File: config.mk
export PLATFORM = sky130hd
export DESIGN_NAME = block_buffer_tag_table
export DESIGN_NICKNAME = d
export VERILOG_FILES = /design/src/rtl/bbt_pkg.sv /design/src/rtl/bbt_ctrl.sv /design/src/rtl/bbt_dp.sv /design/src/rtl/block_buffer_tag_table.sv
export SDC_FILE = /design/constraint.sdc
export NUM_CORES = 2
export LEC_CHECK = 0
export ABC_AREA = 0
export BUFFER_PORTS_ARGS = -buffer_cell sky130_fd_sc_hd__buf_4
export CORE_ASPECT_RATIO = 0.6
export CORE_MARGIN = 3
export CORE_UTILIZATION = 63
export CTS_CLUSTER_SIZE = 12
export DETAILED_ROUTE_END_ITERATION = 12
export GPL_TIMING_DRIVEN = 1
export PLACE_DENSITY = 0.79
export SYNTH_ARGS = -nofsm -noshare
export SYNTH_HDL_FRONTEND = slang
export SYNTH_SLANG_ARGS = --single-unit
export TNS_END_PERCENT = 20
File: constraint.sdc
create_clock -name clk_i -period 7.6 [get_ports clk_i]
set_clock_uncertainty 0.15 [all_clocks]
set_input_delay 1.14 -clock clk_i [delete_from_list [all_inputs] [get_ports clk_i]]
set_output_delay 1.14 -clock clk_i [all_outputs]
set_load 0.005 [all_outputs]
File: src/rtl/bbt_pkg.sv
package bbt_pkg;

  localparam int ENTRIES = 32;
  localparam int IDX_W   = $clog2(ENTRIES);
  localparam int CNT_W   = 8;

  localparam logic [CNT_W-1:0] COUNT_MAX = {CNT_W{1'b1}};

  localparam logic [2:0] MODE_GET        = 3'd0;
  localparam logic [2:0] MODE_RELEASE    = 3'd1;
  localparam logic [2:0] MODE_PIN        = 3'd2;
  localparam logic [2:0] MODE_UNPIN      = 3'd3;
  localparam logic [2:0] MODE_MARK_VALID = 3'd4;

  localparam logic [1:0] ST_OK        = 2'd0;
  localparam logic [1:0] ST_NO_FREE   = 2'd1;
  localparam logic [1:0] ST_UNDERFLOW = 2'd2;
  localparam logic [1:0] ST_SATURATED = 2'd3;

  // controller to datapath commands, one step each
  typedef struct packed {
    logic load;
    logic compare;
    logic pick;
    logic update;
  } bbt_cmd_t;

endpackage

File: src/rtl/bbt_ctrl.sv
module bbt_ctrl (
  input  logic              clk_i,
  input  logic              rst_ni,
  input  logic              start,
  output logic              busy,
  output logic              done_o,
  output bbt_pkg::bbt_cmd_t cmd_o
);
  import bbt_pkg::*;

  localparam logic [1:0] S_IDLE = 2'd0;
  localparam logic [1:0] S_CMP  = 2'd1;
  localparam logic [1:0] S_PICK = 2'd2;
  localparam logic [1:0] S_UPD  = 2'd3;

  logic [1:0] state_q, state_d;
  logic       done_q;

  always_comb begin
    state_d = state_q;
    unique case (state_q)
      S_IDLE: if (start) state_d = S_CMP;
      S_CMP:  state_d = S_PICK;
      S_PICK: state_d = S_UPD;
      S_UPD:  state_d = S_IDLE;
      default: state_d = S_IDLE;
    endcase
  end

  assign busy          = (state_q != S_IDLE);
  assign cmd_o.load    = (state_q == S_IDLE) && start;
  assign cmd_o.compare = (state_q == S_CMP);
  assign cmd_o.pick    = (state_q == S_PICK);
  assign cmd_o.update  = (state_q == S_UPD);
  assign done_o        = done_q;

  always_ff @(posedge clk_i or negedge rst_ni) begin
    if (!rst_ni) begin
      state_q <= S_IDLE;
      done_q  <= 1'b0;
    end else begin
      state_q <= state_d;
      done_q  <= cmd_o.update;
    end
  end

endmodule

File: src/rtl/bbt_dp.sv
module bbt_dp (
  input  logic              clk_i,
  input  logic              rst_ni,
  input  bbt_pkg::bbt_cmd_t cmd_i,
  input  logic [2:0]        mode_i,
  input  logic [15:0]       device_i,
  input  logic [31:0]       block_number_i,
  input  logic [4:0]        entry_index_i,
  output logic [4:0]        granted_index_o,
  output logic              was_hit_o,
  output logic              contents_valid_o,
  output logic [1:0]        status_o
);
  import bbt_pkg::*;

  // table
  logic [15:0]      tag_dev_q [ENTRIES];
  logic [31:0]      tag_blk_q [ENTRIES];
  logic [ENTRIES-1:0] tagged_q, tagged_d;
  logic [ENTRIES-1:0] valid_q, valid_d;
  logic [CNT_W-1:0] cnt_q [ENTRIES];
  logic [CNT_W-1:0] cnt_d [ENTRIES];
  logic             retag;

  // request
  logic [2:0]  mode_q;
  logic [15:0] dev_q;
  logic [31:0] blk_q;
  logic [4:0]  eidx_q;

  // compare step
  logic [ENTRIES-1:0] match_q, free_q;

  // pick step
  logic [IDX_W-1:0] tgt_q, tgt_d;
  logic             hit_q, nofree_q, inrange_q;
  logic [IDX_W-1:0] hit_idx, free_idx;

  // update step
  logic [4:0]       gidx_q, gidx_d;
  logic             whit_q, whit_d, cvld_q, cvld_d;
  logic [1:0]       st_q, st_d;
  logic [CNT_W-1:0] cnt_rd;
  logic             vld_rd;

  always_ff @(posedge clk_i) begin
    if (cmd_i.load) begin
      mode_q <= mode_i;
      dev_q  <= device_i;
      blk_q  <= block_number_i;
      eidx_q <= entry_index_i;
    end
  end

  always_ff @(posedge clk_i) begin
    if (cmd_i.compare) begin
      for (int i = 0; i < ENTRIES; i++) begin
        match_q[i] <= tagged_q[i] && (tag_dev_q[i] == dev_q) && (tag_blk_q[i] == blk_q);
        free_q[i]  <= (cnt_q[i] == '0);
      end
    end
  end

  // lowest index wins
  always_comb begin
    hit_idx  = '0;
    free_idx = '0;
    for (int i = ENTRIES - 1; i >= 0; i--) begin
      if (match_q[i]) hit_idx  = IDX_W'(i);
      if (free_q[i])  free_idx = IDX_W'(i);
    end
  end

  always_comb begin
    if (mode_q != MODE_GET)  tgt_d = IDX_W'(eidx_q);
    else if (|match_q)       tgt_d = hit_idx;
    else                     tgt_d = free_idx;
  end

  always_ff @(posedge clk_i) begin
    if (cmd_i.pick) begin
      tgt_q     <= tgt_d;
      hit_q     <= |match_q;
      nofree_q  <= !(|match_q) && !(|free_q);
      inrange_q <= (32'(eidx_q) < ENTRIES);
    end
  end

  assign cnt_rd = cnt_q[tgt_q];
  assign vld_rd = valid_q[tgt_q];

  always_comb begin
    cnt_d    = cnt_q;
    tagged_d = tagged_q;
    valid_d  = valid_q;
    retag    = 1'b0;
    gidx_d   = eidx_q;
    whit_d   = 1'b0;
    cvld_d   = vld_rd;
    st_d     = ST_OK;
    if (mode_q == MODE_GET) begin
      gidx_d = 5'(tgt_q);
      if (nofree_q) begin
        gidx_d = '0;
        cvld_d = 1'b0;
        st_d   = ST_NO_FREE;
      end else if (hit_q) begin
        whit_d = 1'b1;
        if (cnt_rd == COUNT_MAX) st_d = ST_SATURATED;
        else cnt_d[tgt_q] = cnt_rd + 1'b1;
      end else begin
        retag           = 1'b1;
        tagged_d[tgt_q] = 1'b1;
        valid_d[tgt_q]  = 1'b0;
        cnt_d[tgt_q]    = CNT_W'(1);
        cvld_d          = 1'b0;
      end
    end else if (!inrange_q) begin
      cvld_d = 1'b0;
    end else begin
      unique case (mode_q)
        MODE_RELEASE, MODE_UNPIN: begin
          if (cnt_rd == '0) st_d = ST_UNDERFLOW;
          else cnt_d[tgt_q] = cnt_rd - 1'b1;
        end
        MODE_PIN: begin
          if (cnt_rd == COUNT_MAX) st_d = ST_SATURATED;
          else cnt_d[tgt_q] = cnt_rd + 1'b1;
        end
        MODE_MARK_VALID: begin
          valid_d[tgt_q] = 1'b1;
          cvld_d         = 1'b1;
        end
        default: ;
      endcase
    end
  end

  always_ff @(posedge clk_i or negedge rst_ni) begin
    if (!rst_ni) begin
      tagged_q <= '0;
      valid_q  <= '0;
      for (int i = 0; i < ENTRIES; i++) cnt_q[i] <= '0;
    end else if (cmd_i.update) begin
      tagged_q <= tagged_d;
      valid_q  <= valid_d;
      cnt_q    <= cnt_d;
    end
  end

  // tags only count once tagged, so no reset
  always_ff @(posedge clk_i) begin
    if (cmd_i.update && retag) begin
      tag_dev_q[tgt_q] <= dev_q;
      tag_blk_q[tgt_q] <= blk_q;
    end
  end

  always_ff @(posedge clk_i) begin
    if (cmd_i.update) begin
      gidx_q <= gidx_d;
      whit_q <= whit_d;
      cvld_q <= cvld_d;
      st_q   <= st_d;
    end
  end

  assign granted_index_o  = gidx_q;
  assign was_hit_o        = whit_q;
  assign contents_valid_o = cvld_q;
  assign status_o         = st_q;

endmodule

File: src/rtl/block_buffer_tag_table.sv
// Buffer tag table with reference counts. A request is taken on a clock
// edge where start is high and busy is low; its result appears on the
// result ports for exactly one cycle with done_o high, after the compare,
// pick and update steps. The receiver cannot stall, so sample the result in
// that cycle. A new request may be issued in the cycle the result shows;
// busy refuses one before that. The controller steps through compare /
// pick / update (all 32 tags compared in the compare step, the lowest
// matching or free entry picked in the pick step, the entry counted in the
// update step).
// Get: hit bumps the count unless saturated; miss claims the lowest entry with count zero.
// Release/unpin decrement, pin increments, mark-valid sets the valid mark.
module block_buffer_tag_table (
  input  logic        clk_i,
  input  logic        rst_ni,
  input  logic        start,
  output logic        busy,
  input  logic [2:0]  mode_i,
  input  logic [15:0] device_i,
  input  logic [31:0] block_number_i,
  input  logic [4:0]  entry_index_i,
  output logic        done_o,
  output logic [4:0]  granted_index_o,
  output logic        was_hit_o,
  output logic        contents_valid_o,
  output logic [1:0]  status_o
);
  import bbt_pkg::*;

  bbt_cmd_t cmd;

  // sequencer: idle -> compare -> pick -> update
  bbt_ctrl u_ctrl (
    .clk_i  (clk_i),
    .rst_ni (rst_ni),
    .start  (start),
    .busy   (busy),
    .done_o (done_o),
    .cmd_o  (cmd)
  );

  // tag table, counts and result registers
  bbt_dp u_dp (
    .clk_i            (clk_i),
    .rst_ni           (rst_ni),
    .cmd_i            (cmd),
    .mode_i           (mode_i),
    .device_i         (device_i),
    .block_number_i   (block_number_i),
    .entry_index_i    (entry_index_i),
    .granted_index_o  (granted_index_o),
    .was_hit_o        (was_hit_o),
    .contents_valid_o (contents_valid_o),
    .status_o         (status_o)
  );

endmodule

# Word level (Yosys, flattened, before mapping)
# Memory sizes are Yosys's and may differ from the RTL's.
# Index checks and enable logic that the tools add are counted.
# classes
addsub	2
magnitude_cmp	4
n_eq_ne	76
muxes	107
bitwise	11
reduce_logical	117
# op_table
operator	count
two-way mux 256 bit	5
equality test 32 bit	32
bitwise mux 256 bit	2
equality test 16 bit	32
one-hot mux 256 bit (2 select lines)	1
two-way mux 5 bit	68
logical NOT 8 bit	33
bitwise AND 224 bit	1
NOT 224 bit	1
two-way mux 32 bit	4
bitwise OR 32 bit	3
logical AND 1 bit	69
OR reduction 32 bit	2
binary-select mux 8 bit (select 5 bit)	1
demux 8 bit (select 5 bit)	1
bitwise AND 32 bit	1
NOT 32 bit	1
two-way mux 8 bit	3
two-way mux 1 bit	12
two-way mux 2 bit	6
AND reduction 4 bit	3
adder 8 x 1 -> 8 bit, second input constant	1
equality test 8 bit, second input constant	1
one-hot mux 2 bit (4 select lines)	1
23 further kinds	33
# totals
reg_bits	459
mem_bits_rw	1536
inputBits	59
output_inout_bits	11
elab_cells	368
memories	2
# memory_table
memory	depth	width	rd	rd_ports_with_merged_regs	wr	line	rtl
u_dp.tag_blk_q	32	32	32	0	1	bbt_dp.sv:18	logic [31:0] tag_blk_q [ENTRIES];
u_dp.tag_dev_q	32	16	32	0	1	bbt_dp.sv:17	logic [15:0] tag_dev_q [ENTRIES];

# Depth between registers and ports, before layout
# logic_depth
word_depth	34
ltp_mapped	21
ltp_nobuf	13

# Cells and area by module
# A second synthesis with hierarchy kept.
# unflattened
hier_cells	6071
hier_area_um2	86793.2
# by_module_without_submodules
module	instances	cells_each	area_each_um2	seq_area_each_um2
bbt_dp	1	6055	86594.3	58215.8
bbt_ctrl	1	16	198.9	75.1

# Least setup slack after synthesis
# OpenSTA, ideal clock, no wires.
# synth_path
path_kind	register -> register
start	register u_dp.tgt_q[3]
end	memory u_dp.tag_blk_q[8][0] (enable)
setup_time_ns	0.456
t_arrival_ns	5.017
required_ns	6.994
path_slack_ns	1.976
path_stages_with_launch	16
n_path_buf	4
period_less_slack_ns	5.624
path_cell_list	edfxtp_1 > buf_4 > or4b_1 > buf_2 > o22ai_1 > nor4_2 > nand2_1 > inv_2 > buf_1 > ha_1 > nand2_1 > nor2_1 > a31oi_2 > nand2_1 > buf_2 > nor2_1
# synth_lines
item	line	rtl
start: declaration	bbt_dp.sv:35	logic [IDX_W-1:0] tgt_q, tgt_d;
start signal: assignment	bbt_dp.sv:82	tgt_q <= tgt_d;
end: declaration	bbt_dp.sv:18	
# No word-level cell before the write port.

# Worst setup path after layout
# layout_path
start	register u_dp.tgt_q[1]
end	register u_dp.cnt_q[255] (netlist name)
# layout_via
elab_chain_len	10
word_cells_on_any_way	25
cone_classes	add/sub: 2; order compare: 2; eq/ne: 2; mux: 13; bitwise: 3; reduce/logical: 3
# layout_rtl
item	line	rtl
NOT 5 -> 6 bit (not written as such) *	-	
binary-select mux 8 bit (select 5 bit), or another cell as far along	bbt_dp.sv:89	assign cnt_rd = cnt_q[tgt_q];
two-way mux 8 bit (not written as such) or logical AND 1 bit (tied branches)	-	
two-way mux 8 bit (on tied branches)	-	
adder 8 x 1 -> 8 bit or demux 8 bit (select 5 bit) (tied branches)	-	
bitwise mux 256 bit or NOT 224 bit (tied branches)	-	
two-way mux 256 bit or bitwise AND 224 bit (tied branches)	-	
two-way mux 256 bit	bbt_dp.sv:107	end else if (hit_q) begin
two-way mux 256 bit	bbt_dp.sv:103	if (nofree_q) begin
two-way mux 256 bit	bbt_dp.sv:101	if (mode_q == MODE_GET) begin
end signal: assignment	bbt_dp.sv:147	cnt_q <= cnt_d;
end: declaration	bbt_dp.sv:21	logic [CNT_W-1:0] cnt_q [ENTRIES];
# Mark *: on every way between the ends. The rest lies on a longest branch, timed or not. The select of a mux whose other input is x is not followed.
# A chain may end at the register's enable or synchronous reset.

==> run summary <==
Status -> finished with violations
Failing checks -> capacitance limit, slew limit
CTS H-tree lvls -> 4
Seq/Total Area, Yosys -> 66.0%
Routability congestion estimate -> 1.09
Hold_buf cts -> 0
Slowest CP cell -> o21ai_1
Global-route wire length before repair -> 438,000 µm
# rows -> 105
Most frequent cell after synthesis -> edfxtp_1
Post-CTS resize count -> 0
FMAX -> 0.151 GHz
Mapped Area -> 88,400 µm²
Crit path largest cell delay -> 1.27 ns
Leakage -> 0.0335 µW
CTS tree -> done
Yosys reg bits -> 1,995
# clock sinks -> 1,995
Later-pin clock latency in the skew report -> 0.84 ns
Core Area -> 138,000 µm²
Residual DRC -> 0
Initial antenna violation count -> 27
Max Fanout on Critical Path -> 63
Async set-reset flop share out of synthesis -> 16.2%
Post-synth net total -> 6,463
Ys Warns -> 0
Post-route clock period utilization -> 86.9%
GRT Util Overall -> 43.4%
CTS buffer count -> 188
DIE HEIGHT -> 296 µm
Crit path arrival time -> 7.22 ns
Max-cap violations -> 1
Crit Path Category -> reg2reg
Worst flop-to-flop path startpoint -> u_dp.tgt_q[1]$_DFFE_PP_
Die width -> 490 µm
CTS max path bufs -> 3
Avg WL per Cell -> 37.0 µm
Port Buf Inserts -> 69
Post-synth top cells -> edfxtp_1 (1,672), xor2_1 (771), xnor2_1 (572), dfrtp_1 (323), nor4_1 (265)
# Post-CTS Setup Buffers -> 0
Vias post-DR -> 61.3k
TritonRoute pass-1 iters -> 12
Synthesized instance count -> 6,396
Crit path time final -> 6.61 ns
Most used cell, CP -> buf_4
Root buffer cell -> clkbuf_16
Avg Inst Size Synth -> 13.8 µm²
Initial DRC count -> 11.3k
Worst R2R Path Depth -> 13
RR Endpoint -> u_dp.cnt_q[255]$_DFFE_PN0P_
Final setup fails -> 0
Clock-pin slew on the worst setup and hold paths -> 0.07 ns
Final Hold Fails -> 0
Max Slew Vio Count -> 5
Number of global-route vias before repair -> 57.3k
Total die area -> 145,000 µm²
RSZ-0062 raised after global routing -> false
Setup TNS -> 0 ns
WP data required -> 8.21 ns
CP Cell Sequence -> buf_4 -> buf_12 -> mux2i_1 -> o22ai_1 -> nor4_1 -> nand2_1 -> nand4_1 -> buf_4 -> nor2_2 -> buf_4 -> o21ai_1 -> buf_4 -> a22o_1
Top cells by area, synth -> edfxtp_1 (57%), dfrtp_1 (9.1%), xor2_1 (7.6%)
EDFF count, synth -> 1,672
Maximum vdd drop -> 0.326 mV
Worst slew pin tran -> 1.60 ns
Synth-to-Final Area Change -> 11.1%
Startpoint Class -> flip-flop
Detailed Place HPWL -> 198,000 µm
Yosys cell types -> 88
Placed cell count -> 8,165
Setup crit end kind -> flip-flop
Wirelength, routed -> 316,000 µm
Layout cells sized above 1 -> 10.1%
Post-synth top area cell -> edfxtp_1
Post-Layout Cell Count -> 8,543
I/O pin total -> 70
Hold Crit Class -> in2async
CP Buf/Inv Count -> 5
Family with the most delay on the worst path -> simple AND/OR/NAND/NOR gates
Slew HR -> -7.63%
PD cells -> 339 nW/µm²
DR vias/cell -> 7.18
Largest net degree at the start of global routing -> 153
Final nets -> 6,603
Initial Util -> 64.1%
Top cell type's share of synthesized area -> 56.8%
Prevailing post-synth register cell -> edfxtp_1
Grt ovf -> 0
ANT nets after route -> 0
Slack of the worst reg-to-reg path -> 0.99 ns
[state kept, by name (all words and copies together), names as in the netlist, 16 cells and up, named ones only]
register	count
u_dp.blk_q	32
u_dp.cnt_q	256
u_dp.dev_q	16
u_dp.free_q	32
u_dp.match_q	32
u_dp.tag_blk_q	1024
u_dp.tag_dev_q	512
u_dp.tagged_q	32
[layer usage]
| metal | up-vias | routed length (µm) | track usage (%) |
|---|---|---|---|
| met5 | - | 328 | 1.06 |
| met1 | 30362 | 126000 | 65.2 |
| met2 | 5735 | 117000 | 53.1 |
| li1 | 24448 | - | - |
| met3 | 742 | 62500 | 23.4 |
| met4 | 18 | 10600 | 13.4 |
[cell families (layout without fill, tap and decap cells)]
family,after synthesis,count (layout),synth area share (%)
flip-flops,1995,1995,66.0
XOR/XNOR,1343,1343,13.3
AND/OR/NAND/NOR,1292,1292,7.82
AO/OA/AOI/OAI,1068,1068,8.19
buffers and inverters,499,798,2.32
multiplexers,191,191,2.28
adder cells (fa/ha/maj),8,8,0.113
other,0,29,0
[power breakdown]
part | leakage (µW) | switching (µW) | internal, µW
clock network | 0.00267 | 4140 | 4840
logic | 0.0113 | 7710 | 2500
registers | 0.0195 | 1030 | 13000
total | 0.0335 | 12900 | 20400
[cells in the final DEF (no fill, tap or decap), types with 29 or more instances in the layout]
cell type	instances
nand2_1	213
dfrtp_1	323
clkbuf_16	191
xnor2_1	572
nor4_1	259
diode_2	29
o22ai_1	136
or4_1	68
nand4_1	189
nor2_1	222
xor2_1	771
buf_12	45
mux2i_1	180
clkbuf_1	132
o2bb2ai_1	32
inv_1	119
nand3_1	117
a221oi_1	34
nor2_4	35
a22o_1	64
a21oi_1	232
buf_4	277
o21ai_0	154
nor3_1	55
edfxtp_1	1672
a31oi_1	92
or2_2	36
o221ai_1	34
a41oi_1	53
[metrics by stage]
| stage | area [µm²] | utilization (%) | total power, µW | hold WS, ns | setup WS, ns |
|---|---|---|---|---|---|
| 2_1_floorplan | 88400 | - | 18200 | 0.282 | 1.98 |
| 3_3_place_gp | 92500 | 67.0 | 23400 | 0.296 | 1.63 |
| 3_5_place_dp | 92500 | 67.0 | 23400 | 0.297 | 1.65 |
| 4_1_cts | 98100 | 71.1 | 32200 | 0.0746 | 1.63 |
| 5_1_grt | 98100 | 71.1 | 33600 | 0.0958 | 1.31 |
| 6_report | 98200 | 71.2 | 33300 | 0.114 | 0.995 |
[final cells by class]
| type | instances | area [µm²] |
|---|---|---|
| multi-input cells | 3902 | 28400 |
| diodes | 29 | 72.6 |
| repair buffers | 323 | 3000 |
| clock inverters | 20 | 272 |
| clock buffers | 329 | 5360 |
| inverters | 126 | 473 |
| well taps | 1819 | 2280 |
| fillers | 8747 | 39800 |
| flip-flops and latches | 1995 | 58300 |
[worst max-delay path by stage]
| stage | end | cells after the start | start | slack, ns |
|---|---|---|---|---|
| after global routing | u_dp.cnt_q[255]$_DFFE_PN0P_ | 13 | u_dp.tgt_q[1]$_DFFE_PP_ | 1.31 |
| after global placement | u_dp.cnt_q[255]$_DFFE_PN0P_ | 13 | u_dp.tgt_q[1]$_DFFE_PP_ | 1.63 |
| after floorplan | u_dp.tag_blk_q[8][0]$_DFFE_PP_ | 15 | u_dp.tgt_q[3]$_DFFE_PP_ | 1.98 |
| after CTS | u_dp.cnt_q[255]$_DFFE_PN0P_ | 13 | u_dp.tgt_q[1]$_DFFE_PP_ | 1.63 |
| final | u_dp.cnt_q[255]$_DFFE_PN0P_ | 13 | u_dp.tgt_q[1]$_DFFE_PP_ | 0.99 |
| after detailed placement | u_dp.cnt_q[255]$_DFFE_PN0P_ | 13 | u_dp.tgt_q[1]$_DFFE_PP_ | 1.65 |
[worst reg2reg max path: stages, from the launching register on]
cell	delay (ns)
edfxtp_1	0.38
buf_4	0.37
buf_12	0.40
mux2i_1	0.82
o22ai_1	0.31
nor4_1	0.81
nand2_1	0.27
nand4_1	0.64
buf_4	0.32
nor2_2	0.08
buf_4	0.28
o21ai_1	1.28
buf_4	0.32
a22o_1	0.13
No activity file was read; power rests on OpenSTA's default activity.
